## config.mk

```make
export PLATFORM = sky130hd
export DESIGN_NAME = lbf_shade
export DESIGN_NICKNAME = d
export VERILOG_FILES = /design/src/rtl/led_bloom_fade_pixel_macros.svh /design/src/rtl/lbf_pkg.sv /design/src/rtl/lbf_shade.sv
export SDC_FILE = /design/constraint.sdc
export NUM_CORES = 1
export LEC_CHECK = 0
export BUFFER_PORTS_ARGS = -buffer_cell sky130_fd_sc_hd__buf_2
export CORE_ASPECT_RATIO = 0.6
export CORE_MARGIN = 2
export CORE_UTILIZATION = 60
export CTS_BUF_LIST = sky130_fd_sc_hd__clkbuf_16
export DETAILED_ROUTE_END_ITERATION = 12
export PLACE_DENSITY = 0.79
export SYNTH_ARGS = -nofsm -noshare
export SYNTH_HDL_FRONTEND = slang
export SYNTH_SLANG_ARGS = --single-unit
```

## constraint.sdc

```tcl
create_clock -name i_clk -period 6.23 [get_ports i_clk]
set_clock_uncertainty 0.05 [all_clocks]
set_input_delay 0.623 -clock i_clk [delete_from_list [all_inputs] [get_ports i_clk]]
set_output_delay 0.623 -clock i_clk [all_outputs]
set_load 0.05 [all_outputs]
```

## src/rtl/led_bloom_fade_pixel_macros.svh

```systemverilog
// led_bloom_fade_pixel_macros.svh: assertion shorthands shared by the bloom/fade pixel RTL.
// Each macro expects i_clk, and all but LBF_ASSERT_RESET also i_rst_n, to exist in the module that uses it.
`ifndef LED_BLOOM_FADE_PIXEL_MACROS_SVH
`define LED_BLOOM_FADE_PIXEL_MACROS_SVH

// Same-cycle implication, ignored while reset is held.
`define LBF_ASSERT_NOW(label, ante, cons, msg) \
    label: assert property (@(posedge i_clk) disable iff (!i_rst_n) (ante) |-> (cons)) \
        else $error(msg);

// Next-cycle implication, ignored while reset is held.
`define LBF_ASSERT_NEXT(label, ante, cons, msg) \
    label: assert property (@(posedge i_clk) disable iff (!i_rst_n) (ante) |=> (cons)) \
        else $error(msg);

// Next-cycle implication that also covers the reset itself.
`define LBF_ASSERT_RESET(label, ante, cons, msg) \
    label: assert property (@(posedge i_clk) (ante) |=> (cons)) \
        else $error(msg);

`endif

```

## src/rtl/lbf_pkg.sv

```systemverilog
// lbf_pkg: widths, reset values, register indexes and stage payload types of the
// LED bloom/fade pixel core. No dependencies; every RTL file of the block imports it.
package lbf_pkg;

    localparam int TIME_W     = 16;
    localparam int PIX_W      = 10;
    localparam int DUR_W      = 16;
    localparam int LEDS_W     = 11;
    localparam int COL_W      = 8;
    localparam int CFG_IDX_W  = 3;
    localparam int CFG_DATA_W = 16;

    // Longest strip the effect is laid out for; longer led_count values are clamped.
    localparam int MAX_LEDS = 1024;

    // Progress u is Q1.16, so 1.0 needs a seventeenth bit.
    localparam int              U_W   = 17;
    localparam logic [U_W-1:0]  U_ONE = U_W'(65536);

    // Centre is Q9.8 pixels, radius and distance are Q10.8; coverage and dim are Q1.8.
    localparam int CEN_W = 17;
    localparam int RAD_W = 18;
    localparam int DIM_W = 9;
    localparam int COV_W = 9;
    localparam int CD_W  = 17;

    // The divider resolves this many quotient bits per pipeline stage.
    localparam int DIV_STEPS  = 4;
    localparam int DIV_STAGES = TIME_W / DIV_STEPS;

    localparam logic [DUR_W-1:0]  DUR_RST   = DUR_W'(5000);
    localparam logic [LEDS_W-1:0] LEDS_RST  = LEDS_W'(60);
    localparam logic [COL_W-1:0]  RED_RST   = COL_W'(8'h00);
    localparam logic [COL_W-1:0]  GREEN_RST = COL_W'(8'h28);
    localparam logic [COL_W-1:0]  BLUE_RST  = COL_W'(8'hff);

    typedef enum logic [CFG_IDX_W-1:0] {
        CFG_DURATION  = 3'd0,
        CFG_LED_COUNT = 3'd1,
        CFG_RED       = 3'd2,
        CFG_GREEN     = 3'd3,
        CFG_BLUE      = 3'd4
    } t_cfg_idx;

    // Divider to shaping stages.
    typedef struct packed {
        logic [U_W-1:0]   u;
        logic [PIX_W-1:0] pix;
        logic             done;
    } t_prog;

    // Shaping to shading stages.
    typedef struct packed {
        logic [RAD_W-1:0] radius;
        logic [DIM_W-1:0] dim;
        logic [PIX_W-1:0] pix;
        logic             done;
    } t_shape;

    // Strip geometry and colour seen by the shading stages.
    typedef struct packed {
        logic [LEDS_W-1:0] leds;
        logic [CEN_W-1:0]  centre;
        logic [COL_W-1:0]  red;
        logic [COL_W-1:0]  green;
        logic [COL_W-1:0]  blue;
    } t_shade_cfg;

    // Finished pixel.
    typedef struct packed {
        logic [COL_W-1:0] red;
        logic [COL_W-1:0] green;
        logic [COL_W-1:0] blue;
        logic             done;
    } t_pixel;

endpackage

```

## src/rtl/lbf_shade.sv

```systemverilog
// lbf_shade: four pipeline stages from radius and dim to the pixel's scaled colour.
// Depends on lbf_pkg.
module lbf_shade
    import lbf_pkg::*;
(
    input  logic       i_clk,
    input  logic       i_rst_n,
    input  logic       i_valid,
    output logic       o_ready,
    input  t_shape     i_shape,
    input  t_shade_cfg i_cfg,
    output logic       o_valid,
    input  logic       i_ready,
    output t_pixel     o_pixel
);

    localparam int NSTG   = 4;
    localparam int POS_W  = PIX_W + 8;
    localparam int DIFF_W = POS_W + 1;
    localparam int C_W    = RAD_W + 2;
    localparam int CP_W   = 2 * COV_W;
    localparam int MP_W   = COL_W + CD_W;

    localparam logic signed [C_W-1:0] HALF_PIX  = C_W'(128);
    localparam logic signed [C_W-1:0] COV_LIMIT = C_W'(256);
    localparam logic [COV_W-1:0]      COV_FULL  = COV_W'(256);

    logic [NSTG-1:0] r_vld;
    logic [NSTG-1:0] vld_in;
    logic [NSTG:0]   stg_ready;

    logic [POS_W-1:0]         n1_pos;
    logic signed [DIFF_W-1:0] n1_diff;
    logic signed [DIFF_W-1:0] n1_neg;
    logic [RAD_W-1:0]         r1_dist;
    logic [RAD_W-1:0]         r1_radius;
    logic [DIM_W-1:0]         r1_dim;
    logic                     r1_inside;
    logic                     r1_done;

    logic signed [C_W-1:0] n2_c;
    logic [COV_W-1:0]      r2_cov;
    logic [DIM_W-1:0]      r2_dim;
    logic                  r2_inside;
    logic                  r2_done;

    logic [CP_W-1:0] n3_cd;
    logic [CD_W-1:0] r3_cd;
    logic            r3_inside;
    logic            r3_done;

    logic [MP_W-1:0] n4_red;
    logic [MP_W-1:0] n4_green;
    logic [MP_W-1:0] n4_blue;
    t_pixel          r4_pix;

    assign vld_in = {r_vld[NSTG-2:0], i_valid};

    always_comb begin
        stg_ready[NSTG] = i_ready;
        for (int k = NSTG - 1; k >= 0; k--) begin
            stg_ready[k] = !r_vld[k] || stg_ready[k + 1];
        end
    end

    always_ff @(posedge i_clk) begin
        if (!i_rst_n) begin
            r_vld <= '0;
        end else begin
            for (int k = 0; k < NSTG; k++) begin
                if (stg_ready[k]) begin
                    r_vld[k] <= vld_in[k];
                end
            end
        end
    end

    // Stage 1: distance of the pixel from the strip centre, in Q10.8.
    assign n1_pos  = {i_shape.pix, 8'd0};
    assign n1_diff = $signed({1'b0, n1_pos}) - $signed({2'b00, i_cfg.centre});
    assign n1_neg  = -n1_diff;

    always_ff @(posedge i_clk) begin
        if (stg_ready[0]) begin
            r1_dist   <= n1_diff[DIFF_W-1] ? n1_neg[RAD_W-1:0] : n1_diff[RAD_W-1:0];
            r1_radius <= i_shape.radius;
            r1_dim    <= i_shape.dim;
            r1_inside <= (LEDS_W'(i_shape.pix) < i_cfg.leds);
            r1_done   <= i_shape.done;
        end
    end

    // Stage 2: soft edge coverage, clamped to [0, 1].
    assign n2_c = $signed({2'b00, r1_radius}) - $signed({2'b00, r1_dist}) + HALF_PIX;

    always_ff @(posedge i_clk) begin
        if (stg_ready[1]) begin
            if (n2_c[C_W-1]) begin
                r2_cov <= '0;
            end else if (n2_c > COV_LIMIT) begin
                r2_cov <= COV_FULL;
            end else begin
                r2_cov <= n2_c[COV_W-1:0];
            end
            r2_dim    <= r1_dim;
            r2_inside <= r1_inside;
            r2_done   <= r1_done;
        end
    end

    // Stage 3: combined brightness, at most 1.0 in Q1.16.
    assign n3_cd = CP_W'(r2_cov) * CP_W'(r2_dim);

    always_ff @(posedge i_clk) begin
        if (stg_ready[2]) begin
            r3_cd     <= n3_cd[CD_W-1:0];
            r3_inside <= r2_inside;
            r3_done   <= r2_done;
        end
    end

    // Stage 4: scale each component and truncate; pixels past the strip are black.
    assign n4_red   = MP_W'(i_cfg.red)   * MP_W'(r3_cd);
    assign n4_green = MP_W'(i_cfg.green) * MP_W'(r3_cd);
    assign n4_blue  = MP_W'(i_cfg.blue)  * MP_W'(r3_cd);

    always_ff @(posedge i_clk) begin
        if (stg_ready[3]) begin
            r4_pix.red   <= r3_inside ? n4_red[16 +: COL_W]   : '0;
            r4_pix.green <= r3_inside ? n4_green[16 +: COL_W] : '0;
            r4_pix.blue  <= r3_inside ? n4_blue[16 +: COL_W]  : '0;
            r4_pix.done  <= r3_done;
        end
    end

    assign o_ready = stg_ready[0];
    assign o_valid = r_vld[NSTG-1];
    assign o_pixel = r4_pix;

endmodule
```

### After elaboration in Yosys (flattened, before gate mapping)

Index checks and enable logic that the tools add are counted.

* register bits after elaboration: 115
* input bits: 94
* logic and storage cells: 42

* $add $sub $neg: 4
* multiply operators: 4
* magnitude comparators: 2
* muxes and demuxes: 2
* reductions and logical operators: 9

Operators by type and width (count)
* $mul 8x17->24: 3
* $add 19x9->20 const B: 1
* $gt 20x10->1 const B: 1
* $sub 18x17->19: 1
* $sub 18x18->19: 1
* $mux 18: 1
* $neg 18->18: 1
* $mul 9x9->17: 1
* $lt 10x11->1: 1
* $mux 9: 1
* $logic_not 1->1: 4
* $logic_or 1x1->1: 4
* $reduce_or 2->1: 1

### Longest topological paths before layout

Gate-level depths: netlist of run 1.

* depth in word-level cells: 5
* depth in mapped cells: 22
* mapped depth without buffers: 21

### Worst setup path after synthesis of run 1

Ideal clock, no wire load.

* path type: input to register
* start point: input port i_cfg[15] in the netlist's numbering
* end point: register r4_pix (netlist bit o_pixel[16]) (data pin)
* library setup time: 255 ps
* arrival time: 4895 ps
* data required time: 5925 ps
* path slack: 1029 ps
* cell stages on the path: 17
* path through: clkbuf_1 and2_1 fa_1 fa_1 fa_1 inv_1 fa_1 inv_1 ha_1 o21a_1 o21a_1 o21ai_0 o31a_1 a211oi_1 o311ai_0 nand3_1 and3b_1

* longest elaborated chain between the ends: 1

RTL lines
* start: declaration: RTL line lbf_shade.sv:11 `input t_shade_cfg i_cfg,`
* $mul 8x17->24: RTL line lbf_shade.sv:124 `assign n4_green = MP_W'(i_cfg.green) * MP_W'(r3_cd);`
* end: declaration: RTL line lbf_shade.sv:55 `t_pixel r4_pix;`

Every way passes these cells.
A chain may end at the register's enable or synchronous reset.

### Worst setup path after layout of run 1

* start point: register r3_cd[7]
* end point: register r4_pix (netlist bit o_pixel[8]) (data pin)

* longest elaborated chain between the ends: 1

RTL lines
* start: declaration: RTL line lbf_shade.sv:48 `logic [CD_W-1:0] r3_cd;`
* start signal: assignment: RTL line lbf_shade.sv:116 `r3_cd <= n3_cd[CD_W-1:0];`
* $mul 8x17->24: RTL line lbf_shade.sv:125 `assign n4_blue = MP_W'(i_cfg.blue) * MP_W'(r3_cd);`

Every way passes these cells.

==> results of run 1 <==
## per-stage QoR
step | hold slack (ps) | std cells | utilization | area (um^2)
6_report | 311.2 | 2623 | 0.6582 | 21420
5_1_grt | 297.1 | 2623 | 0.6582 | 21420
4_1_cts | 295.5 | 2623 | 0.6582 | 21420
3_5_place_dp | 354.5 | 2591 | 0.6411 | 20860
3_3_place_gp | 352.5 | 2591 | 0.6411 | 20860
2_1_floorplan | 350.3 | 2111 | - | 19910
## power groups by stage
stage | clock, W | sequential (W) | combinational (W)
6_report | 0.000948 | 0.00117 | 0.00324
5_1_grt | 0.000994 | 0.00118 | 0.00367
4_1_cts | 0.000961 | 0.00117 | 0.00323
3_5_place_dp | 0 | 0.00118 | 0.00318
3_3_place_gp | 0 | 0.00117 | 0.00306
2_1_floorplan | 0 | 0.00135 | 0.00225
## state kept, by name, summed over array words and instances (netlist names)
register   flops
r_vld          4
r2_dim         9
r3_inside      1
r1_inside      1
r2_inside      1
r2_done        1
r3_cd         17
r1_dim         9
r1_radius     18
r2_cov         9
o_pixel       25
r3_done        1
r1_done        1
r1_dist       18
## cells in the mapped netlist (all sizes together) (9+ instances only)
library cell	instances
a211oi	11
a21o	24
a21oi	61
a31oi	9
and2	326
and3	13
clkbuf	77
edfxtp	111
fa	314
ha	194
inv	399
nand2	225
nand2b	12
nand3	23
nor2	37
nor2b	15
nor3	18
o21a	13
o21ai	39
xnor2	61
xor2	18
## critical path: cells and delay by family (launching register included)
| family | cells | cell delay (ps) |
|---|---|---|
| AO/OA/AOI/OAI | 4 | 1270 |
| buffers and inverters | 1 | 330 |
| AND/OR/NAND/NOR | 5 | 750 |
| adder cells (fa/ha/maj) | 5 | 2190 |
| XOR/XNOR | 1 | 80 |
| flip-flops | 1 | 810 |
## cell type report
cell class,count,area [um^2]
well taps,424,530.5
clock inverters,15,131.4
multi-input cells,1515,14690
repair buffers,138,735.7
inverters,399,1498
flip-flops and latches,115,3413
clock buffers,17,425.4
fillers,2577,11120
## cells by family after synthesis
group / after synthesis / share of synthesized area
buffers and inverters: 481 / 0.09117
xor gates and xnor gates: 79 / 0.03475
muxes: 3 / 0.001571
DFF: 115 / 0.1714
AOI/OAI and AO/OA: 220 / 0.07483
and+or+nand+nor: 705 / 0.1887
adders and majority gates: 508 / 0.4376
## metal layers
layer,vias up,GRT usage
met5,-,0
met4,0,0.07344
met3,75,0.05232
met2,574,0.4568
met1,7323,0.3881
li1,6769,-
## cells in the final DEF, fill, tap and decap left out, types with 9 or more instances in the layout
cell	netlist	final
sky130_fd_sc_hd__and2_1	326	326
sky130_fd_sc_hd__buf_4	2	18
sky130_fd_sc_hd__ha_1	194	194
sky130_fd_sc_hd__xnor2_1	61	61
sky130_fd_sc_hd__buf_2	2	120
sky130_fd_sc_hd__and3_1	13	13
sky130_fd_sc_hd__a21o_1	24	24
sky130_fd_sc_hd__nor2b_1	15	15
sky130_fd_sc_hd__clkbuf_16	0	17
sky130_fd_sc_hd__a211oi_1	9	9
sky130_fd_sc_hd__fa_1	314	314
sky130_fd_sc_hd__nor3_1	17	17
sky130_fd_sc_hd__nand2b_1	12	12
sky130_fd_sc_hd__a21oi_1	61	61
sky130_fd_sc_hd__a31oi_1	9	9
sky130_fd_sc_hd__o21ai_0	35	35
sky130_fd_sc_hd__nor2_1	37	37
sky130_fd_sc_hd__xor2_1	18	18
sky130_fd_sc_hd__nand3_1	23	23
sky130_fd_sc_hd__edfxtp_1	111	111
sky130_fd_sc_hd__inv_1	399	400
sky130_fd_sc_hd__nand2_1	225	224
sky130_fd_sc_hd__o21a_1	13	13
## worst max-delay path by stage
stage / startpoint / to / slack, ps
3_5_place_dp: i_cfg[18] / o_pixel[24] / 420
3_3_place_gp: i_cfg[18] / o_pixel[24] / 490
2_1_floorplan: i_cfg[15] / o_pixel[16] / 1030
6_report: r3_cd[7] / o_pixel[8] / 490
4_1_cts: r3_cd[6] / o_pixel[16] / 540
5_1_grt: r3_cd[6] / o_pixel[16] / 140
==> flow_metrics.env, run 1 <==
export IMPL_synth_largest_area_cell="sky130_fd_sc_hd__fa_1"
export IMPL_met1Wirelength_mm=19.59
export IMPL_min_delay_path_class="primary input to flop"
export IMPL_numClockSinks=115
export IMPL_synth_warning_count=0
export IMPL_yosys_top_cells_area="sky130_fd_sc_hd__fa_1 (32%), sky130_fd_sc_hd__edfxtp_1 (17%), sky130_fd_sc_hd__ha_1 (12%)"
export IMPL_mappedNetlistNets=2713
export IMPL_critical_path_top_cell_by_count="sky130_fd_sc_hd__fa_1"
export IMPL_max_stage_delay_ps=810
export IMPL_power_leakage_nw=11.06
export IMPL_worst_path_clk_slew_ps=60
export IMPL_ant_diodes=0
export IMPL_detailedPlace_worstSlack_ps=424.4
export IMPL_detail_route_wirelength_mm=45.44
export IMPL_die_height_um=145.1
export IMPL_clk_path_buf_depth=2
export IMPL_area_growth_pct=7.571
export IMPL_share_comb_of_total_power=0.605
export IMPL_power_switching_fraction=0.4583
export IMPL_intPower_w=0.002899
export IMPL_floorplan_initialDensity=0.6119
export IMPL_worst_r2r_endpoint="o_pixel[8]"
export IMPL_drt_first_iter_violations=1012
export IMPL_crit_arrival_ps=5880
export IMPL_hold_buffers=0
export IMPL_minimum_setup_slack_in_the_final_design_ps=491.3
export IMPL_numPortBuffers=120
export IMPL_crit_chain="buf_4 > and2_1 > fa_1 > fa_1 > fa_1 > fa_1 > ha_1 > a211oi_1 > nor2b_1 > a311oi_1 > o21ai_0 > nand3_1 > nand3_1 > a31oi_1 > xnor2_1 > and2_1"
export IMPL_max_slew_vio_count=0
export IMPL_wl_per_cell_um=17.32
export IMPL_grt_antenna_before_repair=1
export IMPL_largest_net_degree_at_the_start_of_global_routing=48
export IMPL_ir_drop_mv=0.2215
export IMPL_gp_congestion=0.8979
export IMPL_detailroute_wirelength_met3_mm=3.585
export IMPL_drtAntennaViolNets=0
export IMPL_synth_seq_cells=115
export IMPL_worst_path_max_fanout=13
export IMPL_final_setup_tns_ps=0
export IMPL_timing_rr_start="r3_cd[7]"
export IMPL_fmax_mhz=174.3
export IMPL_layout_min_cycle_time_ps=5739
export IMPL_fin_total_pwr_w=0.005351
export IMPL_cts_resized=0
export IMPL_cpMaxStageDelayCell="sky130_fd_sc_hd__edfxtp_1"
export IMPL_cap_violations=0
export IMPL_synth_largest_type_area_fraction=0.3157
export IMPL_post_synth_instance_area_um2=19910
export IMPL_core_region_area_um2=32540
export IMPL_finalCritPeriodShare=0.9211
export IMPL_die_width_um=239.2
export IMPL_final_net_count=2788
export IMPL_whs_path_depth=1
export IMPL_worst_r2r_path_depth=16
export IMPL_detailedPlacementHpwl_mm=35.70
export IMPL_finalSetupViolCount=0
export IMPL_clock_tree_htree_level_count=4
export IMPL_cts_root_buf="sky130_fd_sc_hd__clkbuf_16"
export IMPL_grt_setup_unrepaired="false"
export IMPL_switch_pwr_w=0.002453
export IMPL_r2r_setup_slack_ps=490
export IMPL_critPathLaunchType="flop"
export IMPL_seq_power_share=0.218
export IMPL_die_area_um2=34710
export IMPL_numCtsBuffers=17
export IMPL_worst_slew_pin_transition_ps=1189
export IMPL_grt_first_pass_wirelength_mm=77.71
export IMPL_detail_route_drc_violations=0
export IMPL_routed_wl_met2_mm=21.46
export IMPL_topRoutingLayerUsed="met4"
export IMPL_ios=121
export IMPL_hold_viol=0
export IMPL_cp_end_kind="flop"
export IMPL_grt_total_usage=0.2806
export IMPL_synth_yosys_seq_area_share=0.1714
export IMPL_vias=14740
export IMPL_insertion_delay_ps=440
export IMPL_asyncSetResetFlopFracSynth=0
export IMPL_worstHoldEndpoint="r1_dim[0]"
export IMPL_layout_cells_sized_above_1=0.08504
export IMPL_synth_ff_type="sky130_fd_sc_hd__edfxtp_1"
export IMPL_tritoncts="built"
export IMPL_synth_edff_count=111
export IMPL_run_status="completed"
export IMPL_clockPowerShare=0.177
export IMPL_power_density_of_the_placed_cells_nw_per_um2=249.8
export IMPL_yosys_cell_types_count=72
export IMPL_worstPathRequired_ps=6370
export IMPL_drt_pass1_iter_count=5
export IMPL_post_cts_repair_setup_buffers=0
export IMPL_criticalPathCategory="flop to flop"
export IMPL_synthesis_instances=2111
export IMPL_max_slew_headroom=0.2063
export IMPL_globalRouteOverflowTotal=0
export IMPL_worstHoldStart="i_shape[11]"
export IMPL_route_detailed_vias_per_inst=5.620
export IMPL_vias_in_the_first_global_route=16020
export IMPL_fp_row_count=51
export IMPL_synthesis_area_per_instance_um2=9.433
(Power assumes the default switching activity.)
==> run 2, diff against run 1 <==
- clock period: 6.23 -> 5.52 ns (I/O delays scaled with it)
==> flow_metrics.env, run 2 (synthesized netlist as in run 1, its figures left out) <==
export IMPL_run_status="completed"
export IMPL_use_met1=0.3840
export IMPL_cap_violations=0
export IMPL_worstHoldStart="i_shape[24]"
export IMPL_max_slew_vio_count=0
export IMPL_detailedPlacementHpwl_mm=36.03
export IMPL_final_setup_tns_ps=0
export IMPL_detail_route_wirelength_mm=44.73
export IMPL_grt_busiest_layer="met2"
export IMPL_drtAntennaViolNets=0
export IMPL_core_region_area_um2=32540
export IMPL_max_slew_headroom=0.1890
export IMPL_area_growth_pct=9.771
export IMPL_detail_route_drc_violations=0
export IMPL_vias_in_the_first_global_route=15360
export IMPL_worst_slew_pin_transition_ps=1215
export IMPL_met3_usage=0.05023
export IMPL_worstHoldEndpoint="r1_radius[4]"
export IMPL_gp_congestion=0.8997
export IMPL_timing_rr_start="r3_cd[7]"
export IMPL_cts_root_buf="sky130_fd_sc_hd__clkbuf_16"
export IMPL_largest_register_ffs=25
export IMPL_globalRouteOverflowTotal=0
export IMPL_ios=121
export IMPL_power_density_of_the_placed_cells_nw_per_um2=280.9
export IMPL_power_leakage_nw=11.33
export IMPL_cp_end_kind="flop"
export IMPL_worst_r2r_path_depth=17
export IMPL_critical_path_top_cell_by_count="sky130_fd_sc_hd__fa_1"
export IMPL_numPortBuffers=120
export IMPL_crit_arrival_ps=5470
export IMPL_final_net_count=2834
export IMPL_drt_pass1_iter_count=5
export IMPL_min_delay_path_class="primary input to flop"
export IMPL_cpMaxStageDelayCell="sky130_fd_sc_hd__edfxtp_1"
export IMPL_dpl_cell_area_um2=21110
export IMPL_finalSetupViolCount=0
export IMPL_design_area_um2=21860
export IMPL_hold_viol=0
export IMPL_criticalPathCategory="flop to flop"
export IMPL_clock_tree_htree_level_count=4
export IMPL_tritoncts="built"
export IMPL_fp_row_count=51
export IMPL_grt_antenna_before_repair=3
export IMPL_fmax_mhz=187.4
export IMPL_whs_path_depth=1
export IMPL_worstPathRequired_ps=5650
export IMPL_critical_path_top_delay_family="adder cells"
export IMPL_route_detailed_vias_per_inst=5.526
export IMPL_layout_filler_cells=2509
export IMPL_die_height_um=145.1
export IMPL_grt_total_usage=0.2690
export IMPL_ir_drop_mv=0.2752
export IMPL_worst_r2r_endpoint="o_pixel[6]"
export IMPL_critPathLaunchType="flop"
export IMPL_grt_first_pass_wirelength_mm=74.68
export IMPL_die_width_um=239.2
export IMPL_r2r_setup_slack_ps=180
export IMPL_numClockSinks=115
export IMPL_buffers_plus_inverters_on_the_worst_setup_path=3
export IMPL_drt_first_iter_violations=1033
export IMPL_fin_total_pwr_w=0.006140
export IMPL_die_area_um2=34710
export IMPL_max_stage_delay_ps=550
export IMPL_vias=14760
export IMPL_fin_hold_ws_ps=237.1
export IMPL_finalCritPeriodShare=0.9668
export IMPL_gr_usage_met2=0.4262
export IMPL_layout_cells_most_common="sky130_fd_sc_hd__inv_1"
export IMPL_layout_min_cycle_time_ps=5337
export IMPL_floorplan_initialDensity=0.6119
export IMPL_largest_net_degree_at_the_start_of_global_routing=48
export IMPL_wl_per_cell_um=16.75
export IMPL_insertion_delay_ps=440
export IMPL_layout_cells_sized_above_1=0.1060
export IMPL_worst_path_max_fanout=9
export IMPL_crit_chain="buf_4 > buf_4 > and2_1 > fa_1 > fa_1 > fa_1 > fa_1 > ha_1 > a2111o_1 > a311oi_1 > buf_4 > o21ai_1 > nand3_1 > nand3b_1 > a21oi_1 > xnor2_1 > and2_1"
export IMPL_numCtsBuffers=17
export IMPL_layout_cells_most_common_list="sky130_fd_sc_hd__inv_1 (401), sky130_fd_sc_hd__and2_1 (326), sky130_fd_sc_hd__fa_1 (314), sky130_fd_sc_hd__nand2_1 (224), sky130_fd_sc_hd__ha_1 (194)"
export IMPL_clk_path_buf_depth=2
export IMPL_worst_path_clk_slew_ps=60
-- run 2: cell count changes in the layout (fill, tap and decap cells not counted), sizes merged --
cell and delta:
inv +2, buf +45, clkbuf +1, clkinv -3
diode +2, bufinv +1
-- run 2: how the worst max path moves through the flow --
stage	end	startpoint	slack, ps	depth (start not counted)
4_1_cts	o_pixel[16]	r3_cd[6]	40	17
5_1_grt	o_pixel[8]	r3_cd[4]	-40	22
2_1_floorplan	o_pixel[16]	i_cfg[15]	390	17
3_3_place_gp	o_pixel[24]	i_cfg[18]	80	20
3_5_place_dp	o_pixel[16]	i_cfg[14]	-50	17
6_report	o_pixel[6]	r3_cd[7]	180	17
-- run 2: power by group --
group	leakage, nW	internal (W)	switching (W)
Combinational	9.78	0.00152	0.00222
Sequential	1.26	0.00118	0.0000953
Clock	0.284	0.000667	0.000451
-- run 2: final cells by class --
class,instances,area [um^2],area share
flip-flops and latches,115,3413,0.1562
inverters,399,1498,0.06852
clock inverters,15,156.4,0.007155
repair buffers,184,1116,0.05106
diodes,2,5.005,0.0002290
clock buffers,17,425.4,0.01946
well taps,424,530.5,0.02427
multi-input cells,1515,14710,0.6732
-- run 2: what timing repair did --
| action | 4_1_cts | 5_1_grt |
|---|---|---|
| endpoints found under the hold margin | 0 | 0 |
| hold buffers | 0 | 0 |
| endpoints found under the setup margin | 0 | 9 |
| setup buffers | 0 | 17 |
| gates resized for setup | 0 | 8 |
-- run 2: metrics by stage --
| step | util | instances | setup WS, ps |
|---|---|---|---|
| detailed placement | 0.6486 | 2620 | -48.57 |
| global placement | 0.6486 | 2620 | 77.91 |
| global route | 0.6717 | 2671 | -36.54 |
| CTS | 0.6664 | 2652 | 35.41 |
| finish | 0.6717 | 2671 | 183.2 |
| floorplan | - | 2111 | 390.3 |
-- run 2: metal layers --
metal | up-vias | share of wire
met1 | 7261 | 0.44
met4 | 0 | 0.020
li1 | 6868 | -
met5 | - | 0
met2 | 558 | 0.46
met3 | 72 | 0.080
-- run 2: worst reg2reg max path, cell delays in order (launching register included) --
cell and delay (ps):
sky130_fd_sc_hd__edfxtp_1 550, sky130_fd_sc_hd__buf_4 220, sky130_fd_sc_hd__buf_4 140, sky130_fd_sc_hd__and2_1 160
sky130_fd_sc_hd__fa_1 520, sky130_fd_sc_hd__fa_1 430, sky130_fd_sc_hd__fa_1 540, sky130_fd_sc_hd__fa_1 450
sky130_fd_sc_hd__ha_1 250, sky130_fd_sc_hd__a2111o_1 410, sky130_fd_sc_hd__a311oi_1 250, sky130_fd_sc_hd__buf_4 190
sky130_fd_sc_hd__o21ai_1 130, sky130_fd_sc_hd__nand3_1 200, sky130_fd_sc_hd__nand3b_1 150, sky130_fd_sc_hd__a21oi_1 210
sky130_fd_sc_hd__xnor2_1 80, sky130_fd_sc_hd__and2_1 150
